## src/rtl/core/cvpc_pkg.sv

```systemverilog
// ----------------------------------------------------------------------------
// cvpc_pkg
// Shared types and codes for the cut vertex pair counter.
// ----------------------------------------------------------------------------
package cvpc_pkg;

  localparam int NODE_W = 11;
  localparam int PAIR_W = 20;

  typedef enum logic [1:0] {
    ACT_ADD   = 2'd0,
    ACT_RUN   = 2'd1,
    ACT_QUERY = 2'd2,
    ACT_CLEAR = 2'd3
  } action_e;

  typedef enum logic [1:0] {
    ST_OK    = 2'd0,
    ST_FULL  = 2'd1,
    ST_RANGE = 2'd2
  } status_e;

  typedef enum logic [4:0] {
    OP_NONE,
    OP_ACCEPT,
    OP_DECODE,
    OP_SWEEP_ALL,
    OP_SWEEP_WALK,
    OP_SWEEP_HEAD,
    OP_ADD_RA,
    OP_ADD_WA,
    OP_ADD_RB,
    OP_ADD_WB,
    OP_INIT_SQ,
    OP_INIT_ROOT,
    OP_ENTER,
    OP_EDGE,
    OP_TGT,
    OP_DISC,
    OP_FIN1,
    OP_FIN2,
    OP_POP1,
    OP_POP2,
    OP_LOAD_OUT
  } op_e;

  typedef enum logic [4:0] {
    S_RST_CLR,
    S_IDLE,
    S_DECODE,
    S_SWEEP_WALK,
    S_SWEEP_HEAD,
    S_ADD_RA,
    S_ADD_WA,
    S_ADD_RB,
    S_ADD_WB,
    S_INIT_SQ,
    S_INIT_ROOT,
    S_ENTER,
    S_EDGE,
    S_TGT,
    S_DISC,
    S_FIN1,
    S_FIN2,
    S_POP1,
    S_POP2,
    S_DONE
  } state_e;

  typedef struct packed {
    op_e op;
  } cmd_t;

  typedef struct packed {
    action_e act;
    logic    add_ok;
    logic    edge_valid;
    logic    skip;
    logic    disc_zero;
    logic    sp_one;
    logic    c_ge;
    logic    sweep_done;
  } stat_t;

endpackage

```

## src/rtl/core/cvpc_ctrl.sv

```systemverilog
// ----------------------------------------------------------------------------
// cvpc_ctrl
// Sequencer: steps the datapath through loads, sweeps, the walk and replies.
// ----------------------------------------------------------------------------
module cvpc_ctrl (
  input  logic           clk_i,
  input  logic           rst_ni,
  input  logic           in_valid_i,
  output logic           in_ready_o,
  output logic           out_valid_o,
  input  logic           out_ready_i,
  input  cvpc_pkg::stat_t stat_i,
  output cvpc_pkg::cmd_t  cmd_o
);
  import cvpc_pkg::*;

  state_e state_q, state_d;
  logic   out_valid_q, out_valid_d;

  always_ff @(posedge clk_i or negedge rst_ni) begin
    if (!rst_ni) begin
      state_q     <= S_RST_CLR;
      out_valid_q <= 1'b0;
    end else begin
      state_q     <= state_d;
      out_valid_q <= out_valid_d;
    end
  end

  always_comb begin
    state_d     = state_q;
    out_valid_d = out_valid_q;
    cmd_o.op    = OP_NONE;
    if (out_valid_q && out_ready_i) begin
      out_valid_d = 1'b0;
    end
    case (state_q)
      S_RST_CLR: begin
        cmd_o.op = OP_SWEEP_ALL;
        if (stat_i.sweep_done) begin
          state_d = S_IDLE;
        end
      end
      S_IDLE: begin
        if (in_valid_i) begin
          cmd_o.op = OP_ACCEPT;
          state_d  = S_DECODE;
        end
      end
      S_DECODE: begin
        cmd_o.op = OP_DECODE;
        case (stat_i.act)
          ACT_ADD:   state_d = stat_i.add_ok ? S_ADD_RA : S_DONE;
          ACT_RUN:   state_d = S_SWEEP_WALK;
          ACT_QUERY: state_d = S_DONE;
          default:   state_d = S_SWEEP_HEAD;
        endcase
      end
      S_SWEEP_WALK: begin
        cmd_o.op = OP_SWEEP_WALK;
        if (stat_i.sweep_done) begin
          state_d = S_INIT_SQ;
        end
      end
      S_SWEEP_HEAD: begin
        cmd_o.op = OP_SWEEP_HEAD;
        if (stat_i.sweep_done) begin
          state_d = S_DONE;
        end
      end
      S_ADD_RA: begin
        cmd_o.op = OP_ADD_RA;
        state_d  = S_ADD_WA;
      end
      S_ADD_WA: begin
        cmd_o.op = OP_ADD_WA;
        state_d  = S_ADD_RB;
      end
      S_ADD_RB: begin
        cmd_o.op = OP_ADD_RB;
        state_d  = S_ADD_WB;
      end
      S_ADD_WB: begin
        cmd_o.op = OP_ADD_WB;
        state_d  = S_DONE;
      end
      S_INIT_SQ: begin
        cmd_o.op = OP_INIT_SQ;
        state_d  = S_INIT_ROOT;
      end
      S_INIT_ROOT: begin
        cmd_o.op = OP_INIT_ROOT;
        state_d  = S_ENTER;
      end
      S_ENTER: begin
        cmd_o.op = OP_ENTER;
        state_d  = S_EDGE;
      end
      S_EDGE: begin
        cmd_o.op = OP_EDGE;
        state_d  = stat_i.edge_valid ? S_TGT : S_FIN1;
      end
      S_TGT: begin
        cmd_o.op = OP_TGT;
        state_d  = stat_i.skip ? S_EDGE : S_DISC;
      end
      S_DISC: begin
        cmd_o.op = OP_DISC;
        state_d  = stat_i.disc_zero ? S_ENTER : S_EDGE;
      end
      S_FIN1: begin
        cmd_o.op = OP_FIN1;
        state_d  = S_FIN2;
      end
      S_FIN2: begin
        cmd_o.op = OP_FIN2;
        state_d  = stat_i.sp_one ? S_DONE : S_POP1;
      end
      S_POP1: begin
        cmd_o.op = OP_POP1;
        state_d  = stat_i.c_ge ? S_POP2 : S_EDGE;
      end
      S_POP2: begin
        cmd_o.op = OP_POP2;
        state_d  = S_EDGE;
      end
      S_DONE: begin
        if (!out_valid_q || out_ready_i) begin
          cmd_o.op    = OP_LOAD_OUT;
          out_valid_d = 1'b1;
          state_d     = S_IDLE;
        end
      end
      default: state_d = S_IDLE;
    endcase
  end

  assign in_ready_o  = (state_q == S_IDLE);
  assign out_valid_o = out_valid_q;

endmodule

```

## config.mk

```make
export PLATFORM = sky130hd
export DESIGN_NAME = cvpc_ctrl
export DESIGN_NICKNAME = d
export VERILOG_FILES = /design/src/rtl/core/cvpc_pkg.sv /design/src/rtl/core/cvpc_ctrl.sv
export SDC_FILE = /design/constraint.sdc
export NUM_CORES = 1
export LEC_CHECK = 0
export BUFFER_PORTS_ARGS = -buffer_cell sky130_fd_sc_hd__buf_2
export CELL_PAD_IN_SITES_DETAIL_PLACEMENT = 2
export CELL_PAD_IN_SITES_GLOBAL_PLACEMENT = 2
export CORE_ASPECT_RATIO = 0.6
export CORE_MARGIN = 3
export CORE_UTILIZATION = 30
export DETAILED_ROUTE_END_ITERATION = 10
export GPL_TIMING_DRIVEN = 0
export MAX_ROUTING_LAYER = met4
export PLACE_DENSITY_LB_ADDON = 0.1
export SLEW_MARGIN = 10
export SYNTH_ARGS = -nofsm -noshare
export SYNTH_HDL_FRONTEND = slang
export SYNTH_SLANG_ARGS = --single-unit
```

## constraint.sdc

```tcl
create_clock -name clk_i -period 3.3 [get_ports clk_i]
set_clock_uncertainty 0.05 [all_clocks]
set_input_delay 0 -clock clk_i [delete_from_list [all_inputs] [get_ports clk_i]]
set_output_delay 0 -clock clk_i [all_outputs]
set_load 0.02 [all_outputs]
```

==> results of run 1 <==
-- sequential cells by signal, summed over array words and instances, names as in the netlist --
signal       cells
out_valid_o      1
state_q          5
-- per-stage QoR --
stage	power [uW]	cell area (sq um)	instances	worst slack, ns	hold WS (ns)
finish	1000	966	163	1.42	0.0708
global route	1090	966	163	1.31	0.122
CTS	1010	966	163	1.46	0.0747
detailed placement	882	915	159	1.50	-0.215
global placement	853	915	159	1.54	-0.225
floorplan	657	782	110	1.78	-0.346
-- critical path, delay by kind of cell, from the launching register on --
kind / cells / cell delay (ns)
simple gates: 3 / 0.58
compound gates: 2 / 0.54
flops: 1 / 0.40
buf+inv: 1 / 0.21
-- cell type report --
type                            count  area share, %
Tap cell                           30           3.89
Clock buffer                        3           4.27
Inverter                            5           1.94
Sequential cell                     6           15.5
Multi-Input combinational cell     90           57.6
Buffer                              9           5.83
Timing Repair Buffer               20           10.9
-- power groups by stage --
stage | combinational [uW] | sequential, uW | clock [uW]
global route | 820 | 149 | 121
global placement | 712 | 142 | 0
floorplan | 528 | 129 | 0
detailed placement | 739 | 143 | 0
finish | 747 | 142 | 114
CTS | 746 | 142 | 118
-- synth_stat cells (all sizes together), types with 2 or more instances --
library cell | count | area share [%]
o22ai | 6 | 4.8
buf | 8 | 6.7
xnor2 | 2 | 2.2
nand3 | 6 | 3.8
nor2 | 8 | 4.2
nor2b | 5 | 4.0
a21oi | 10 | 6.4
nand2 | 11 | 5.3
or3 | 2 | 1.6
nor4 | 3 | 2.4
inv | 5 | 2.4
a21o | 2 | 1.9
o21ai | 10 | 6.9
nor3 | 3 | 1.9
dfrtp | 6 | 19
ha | 2 | 3.2
-- per-layer routing --
metal	track usage, %	part of all wire (%)	up-vias	routed length [um]
li1	-	-	453	-
met1	32.0	48	486	1540
met2	33.9	45	34	1420
met3	3.96	6.3	3	202
met4	3.37	0.53	0	17
met5	-	0	-	0
-- worst paths after layout --
kind | end | depth (start not counted)
max | state_q[1] | 6
min | out_valid_o | 3
max reg2reg | state_q[1] | 6
min reg2reg | out_valid_o | 2
max in group asynchronous | state_q[3] | 2
min in group asynchronous | state_q[2] | 2
-- kinds of logic after synthesis --
| kind of cell | count (synthesis) | share of synthesized area, % |
|---|---|---|
| and+or+nand+nor | 46 | 31.7 |
| AOI/OAI and AO/OA | 38 | 31.7 |
| buffers and inverters | 14 | 9.60 |
| DFF | 6 | 19.2 |
| xor gates and xnor gates | 3 | 3.36 |
| adders and majority gates | 2 | 3.20 |
| muxes | 1 | 1.28 |
-- timing repair --
item / CTS / global route
hold buffers: 1 / 0
endpoints found under the hold margin: 6 / 0
setup buffers: 0 / 0
setup endpoints to repair: 0 / 0
==> results.toml, run 1 <==
[power]
power_frac_clock_pct = 11.4
p_sw_uw = 554
switching_share_pct = 55.2
leakagePower_uw = 0.000433
pwr-share-seq_pct = 14.1
internal-power_uw = 449
power_density_normalized_to_cell_area_nw_per_um2 = 1040
irDropWorstVdd_uv = 400
comb_power_share_pct = 74.4

[worst_setup_path]
timing.critical_path.from = "state_q[1]"
regToRegStartpoint = "state_q[1]"
criticalPathCategory = "register to register"
crit_path_end_kind = "register"
worst-endpoint-arrival_ns = 1.96
slowest_delay_ns = 0.40
reg2reg_slack_ns = 1.42
cp_max_fo = 10
critPathSlowestCell = "sky130_fd_sc_hd__dfrtp_1"
crit_top_cell = "sky130_fd_sc_hd__nand3_1"
startpoint_type = "register"
worst-endpoint-required_ns = 3.38
crit_chain = "buf_2 -> and2_1 -> nand3_1 -> o311a_1 -> nand3_1 -> o22ai_1"

[global_route]
grt_pass1_wl_um = 5310
grt_pass1_vias = 954
grtUsageTotal_pct = 22.5
grt_antenna_before_repair = 0
grt_overflow_total = 0
grt_max_degree = 11

[sta]
rsz0062_at_grt = "false"
timing.final.hold_violations = 0
setup_viol = 0
timing.fmax_mhz = 531
tightestPinTransition_ns = 0.480
layout_worst_path_cycle_share_pct = 57.0
summed_negative_setup_slack_over_all_endpoints_ns = 0
final_max_slew_viol_count = 0
max_slew_margin_pct = 68.0
final.min_clock_period_ns = 1.88

[detailed_routing]
viasPerCell = 5.99
drt-total-wl_um = 3180
detail-route-antenna-nets = 0
drt_iter0_markers = 51
drc_errors = 0
dr_total_vias = 976
drt_pre_antenna_iters = 6
avgRoutedWirePerCell_um = 19.5

[finish]
flow.area_growth_from_synthesis_pct = 23.5
most_frequent_cells_in_the_layout = "sky130_fd_sc_hd__buf_2, sky130_fd_sc_hd__nand2_1, sky130_fd_sc_hd__a21oi_1"
final_common_cell = "sky130_fd_sc_hd__buf_2"
fillers = 305
antenna_cells = 0
drive_above_1_share_pct = 26.3
num-nets-final = 150
area.sequential_sq_um = 150
multi_input_comb_area_sq_um = 557
layout.core_utilization_pct = 41.8

[die]
num_rows = 13
initial_utilization_pct = 33.9
die_w_um = 71.9
core_area_sq_um = 2310
floorplan.die_area_sq_um = 3280
chipHeight_um = 45.5
io_pins = 20

[cts]
cts_tree = "built"
h-tree-depth = 1
clk_pin_slew_ns = 0.04
max-clock-path-buffers = 2
cts-buffers-inserted = 3
post_cts.resized_instances = 0
cts_num_sinks = 6
clock_latency_ns = 0.23
ctsRootBufferMaster = "sky130_fd_sc_hd__clkbuf_8"

[logic_synthesis]
syn-instance-count = 110
synth-seq-area-share_pct = 19.2
yosysUniqueCellTypes = 41
mappedNetlistArea_sq_um = 782
synth_area_per_cell_sq_um = 7.11
async_set_reset_flop_share_out_of_synthesis_pct = 100
synth-edff-count = 0
ys_dominant_reg_cell = "sky130_fd_sc_hd__dfrtp_1"
syn-num-nets = 125
ys_seq_elements = 6
yosysWarningCount = 0

[flow_run]
max_cap_viol_count = 0

[outcome]
status = "complete, no violations"

[min_path]
timing.hold.worst.start = "out_ready_i"
hold_class = "input pin to register"

[place]
dp_hpwl_um = 2480
gpl.final_weighted_congestion = 0.881
place.port_buffers = 19
(Power assumes the default switching activity.)
==> run 2: changes to the inputs <==
--- a/config.mk
+++ b/config.mk
@@ -5,12 +5,13 @@
 export SDC_FILE = /design/constraint.sdc
 export NUM_CORES = 1
 export LEC_CHECK = 0
+export ABC_AREA = 1
 export BUFFER_PORTS_ARGS = -buffer_cell sky130_fd_sc_hd__buf_2
 export CELL_PAD_IN_SITES_DETAIL_PLACEMENT = 2
 export CELL_PAD_IN_SITES_GLOBAL_PLACEMENT = 2
 export CORE_ASPECT_RATIO = 0.6
 export CORE_MARGIN = 3
-export CORE_UTILIZATION = 30
+export CORE_UTILIZATION = 24
 export DETAILED_ROUTE_END_ITERATION = 10
 export GPL_TIMING_DRIVEN = 0
 export MAX_ROUTING_LAYER = met4
==> constraint.sdc (replaced) <==
create_clock -name clk_i -period 1.65 [get_ports clk_i]
set_clock_uncertainty 0.05 [all_clocks]
set_input_delay 0 -clock clk_i [delete_from_list [all_inputs] [get_ports clk_i]]
set_output_delay 0 -clock clk_i [all_outputs]
set_load 0.02 [all_outputs]
==> run 2 against run 1 <==
  * Via count increased by 24%
  * Setup slack got worse by 1.4 ns
  * Register-to-register slack got worse by 1.4 ns
  * Area after synthesis increased by 14%
  * Design area increased by 42%
  * Final cell count increased by 47%
  * Combinational power increased to 3.0 times the previous value
  * Largest cell class unchanged
==> results.toml, run 2 <==
[outcome]
status = "complete, no violations"

[logic_synthesis]
synth.largest_area_cell = "sky130_fd_sc_hd__nand2_1"
yosys-top-cells-area = "sky130_fd_sc_hd__nand2_1, sky130_fd_sc_hd__dfrtp_1, sky130_fd_sc_hd__nor2_1"
mappedNetlistArea_sq_um = 888
synth_area_per_cell_sq_um = 5.55
yosysWarningCount = 0
post_synth_most_frequent_cells = "sky130_fd_sc_hd__nand2_1, sky130_fd_sc_hd__nor2_1, sky130_fd_sc_hd__inv_1, sky130_fd_sc_hd__nand3_1"
synth-seq-area-share_pct = 16.9
dominant_cell_by_count_in_the_synthesized_netlist = "sky130_fd_sc_hd__nand2_1"
ys_seq_elements = 6
synth_top_area_share_pct = 19.4
ys_dominant_reg_cell = "sky130_fd_sc_hd__dfrtp_1"
syn-num-nets = 175
syn-instance-count = 160
async_set_reset_flop_share_out_of_synthesis_pct = 100
synth-edff-count = 0
yosysUniqueCellTypes = 23

[die]
die_w_um = 84.5
chipHeight_um = 53.1
initial_utilization_pct = 26.1
floorplan.die_area_sq_um = 4490
core_area_sq_um = 3400
io_pins = 20
num_rows = 16

[power]
comb_power_share_pct = 81.0
internal-power_uw = 1210
pwr-share-seq_pct = 10.8
power_frac_clock_pct = 8.1
power_density_normalized_to_cell_area_nw_per_um2 = 2030
leakagePower_uw = 0.000762
p_sw_uw = 1570
switching_share_pct = 56.4
irDropWorstVdd_uv = 727

[worst_setup_path]
worst-endpoint-arrival_ns = 1.60
crit_family = "simple AND/OR/NAND/NOR gates"
crit_path_end_kind = "output pin"
regToRegStartpoint = "state_q[2]"
critPathSlowestCell = "sky130_fd_sc_hd__dfrtp_1"
reg2reg_slack_ns = 0.04
startpoint_type = "register"
worstReg2RegEnd = "state_q[1]"
slowest_delay_ns = 0.33
worstRegToRegCells = 9
cp_max_fo = 7
worst-endpoint-required_ns = 1.60
crit_chain = "buf_6 -> inv_2 -> nand2_2 -> inv_2 -> nand2_1 -> nand2_1 -> nor3_2 -> nand4_1 -> buf_2"
criticalPathCategory = "register to output pin"
cp.buffers_inverters = 4

[sta]
setup_viol = 0
finalHoldWorstSlack_ns = 0.0331
timing.final.hold_violations = 0
timing.fmax_mhz = 608
max_slew_margin_pct = 82.3
final_max_slew_viol_count = 0
layout_worst_path_cycle_share_pct = 99.7
rsz0062_at_grt = "true"
final.min_clock_period_ns = 1.65
summed_negative_setup_slack_over_all_endpoints_ns = 0
tightestPinTransition_ns = 0.264

[global_route]
grt_pass1_wl_um = 6300
grt_overflow_total = 0
grt_antenna_before_repair = 0
grtUsageTotal_pct = 18.9
grt_max_degree = 11
grt_pass1_vias = 1194

[cts]
clock_latency_ns = 0.23
max-clock-path-buffers = 2
clk_pin_slew_ns = 0.04
cts_num_sinks = 6
cts_tree = "built"
cts-buffers-inserted = 3
h-tree-depth = 1
ctsRootBufferMaster = "sky130_fd_sc_hd__clkbuf_8"

[finish]
num-nets-final = 211
final_common_cell = "sky130_fd_sc_hd__nand2_1"
antenna_cells = 0
register_with_the_most_flip_flops = "state_q"
most_frequent_cells_in_the_layout = "sky130_fd_sc_hd__nand2_1, sky130_fd_sc_hd__inv_1, sky130_fd_sc_hd__nor2_1"
drive_above_1_share_pct = 43.8
flow.area_growth_from_synthesis_pct = 54.9
max_ffs_per_register = 5

[detailed_routing]
avgRoutedWirePerCell_um = 18.8
viasPerCell = 5.05
drc_errors = 0
drt_pre_antenna_iters = 4
drt-total-wl_um = 4490
detail-route-antenna-nets = 0
dr_total_vias = 1206
drt_iter0_markers = 72

[place]
dp_hpwl_um = 3150
gpl.final_weighted_congestion = 0.879
place.port_buffers = 19

[min_path]
hold_class = "input pin to register"
hold_end = "out_valid_o"
hold_path_depth = 4
timing.hold.worst.start = "out_ready_i"

[flow_run]
max_cap_viol_count = 0
run 2: changes by cell type in the layout (fill, tap and decap cells not counted), sizes merged, moves of 6 or more:
cell / delta
a21oi: -8
buf: +7
inv: +22
nand4: +6
nand3: +15
o21ai: -6
nor2: +22
nand2: +36
o22ai: -6
run 2: timing repair:
item	4_1_cts	5_1_grt
endpoints found under the setup margin	9	10
gates resized for setup	15	41
pin swaps	0	8
hold buffers	1	0
buffers inserted	0	11
endpoints found under the hold margin	6	0
run 2: worst min-delay path: cells and delay by family:
family	cells	cell delay, ns
buffers and inverters	2	0.10
AND/OR/NAND/NOR	2	0.16
run 2: logic make-up after synthesis:
family,count (synthesis),synth area share (%)
AND/OR/NAND/NOR,110,57.7
buffers and inverters,31,14.4
AO/OA/AOI/OAI,11,8.17
flip-flops,6,16.9
adder cells (fa/ha/maj),2,2.82
run 2: per-stage QoR:
stage	total power (uW)	setup WS [ns]	cell area [sq um]	instances	util, %
floorplan	1370	0.0412	888	160	-
detailed placement	1860	-0.191	1040	224	30.6
finish	2790	0.00424	1380	239	40.4
CTS	2180	-0.0119	1130	228	33.2
global placement	1800	-0.0970	1040	224	30.6
global route	3000	-0.117	1380	239	40.4
run 2: power groups by stage:
stage	Clock, uW	Combinational (uW)	Sequential, uW
final	227	2260	302
after detailed placement	0	1590	265
after global placement	0	1540	264
after global routing	243	2450	309
after CTS	230	1670	281
after floorplan	0	1110	258
run 2: per-layer routing:
layer	part of all wire, %	vias up	GRT usage (%)
met4	0.58	0	2.89
met1	47	587	26.4
li1	-	581	-
met2	46	34	29.7
met3	6.5	4	2.80
met5	0	-	-
run 2: area by class of cell:
cell class | instances | area (sq um)
Fill cell | 424 | 2030
Multi-Input combinational cell | 123 | 767
Timing Repair Buffer | 31 | 206
Sequential cell | 6 | 153
Inverter | 27 | 111
Tap cell | 45 | 56.3
Clock buffer | 3 | 41.3
Buffer | 4 | 41.3
run 2: how the worst max path moves through the flow:
| stage | start | to | cells past startpoint |
|---|---|---|---|
| after global routing | state_q[4] | cmd_o[1] | 7 |
| after CTS | state_q[0] | cmd_o[0] | 6 |
| after global placement | state_q[0] | state_q[0] | 10 |
| after detailed placement | state_q[0] | state_q[0] | 10 |
| final | state_q[2] | cmd_o[0] | 9 |
| after floorplan | state_q[1] | state_q[0] | 9 |
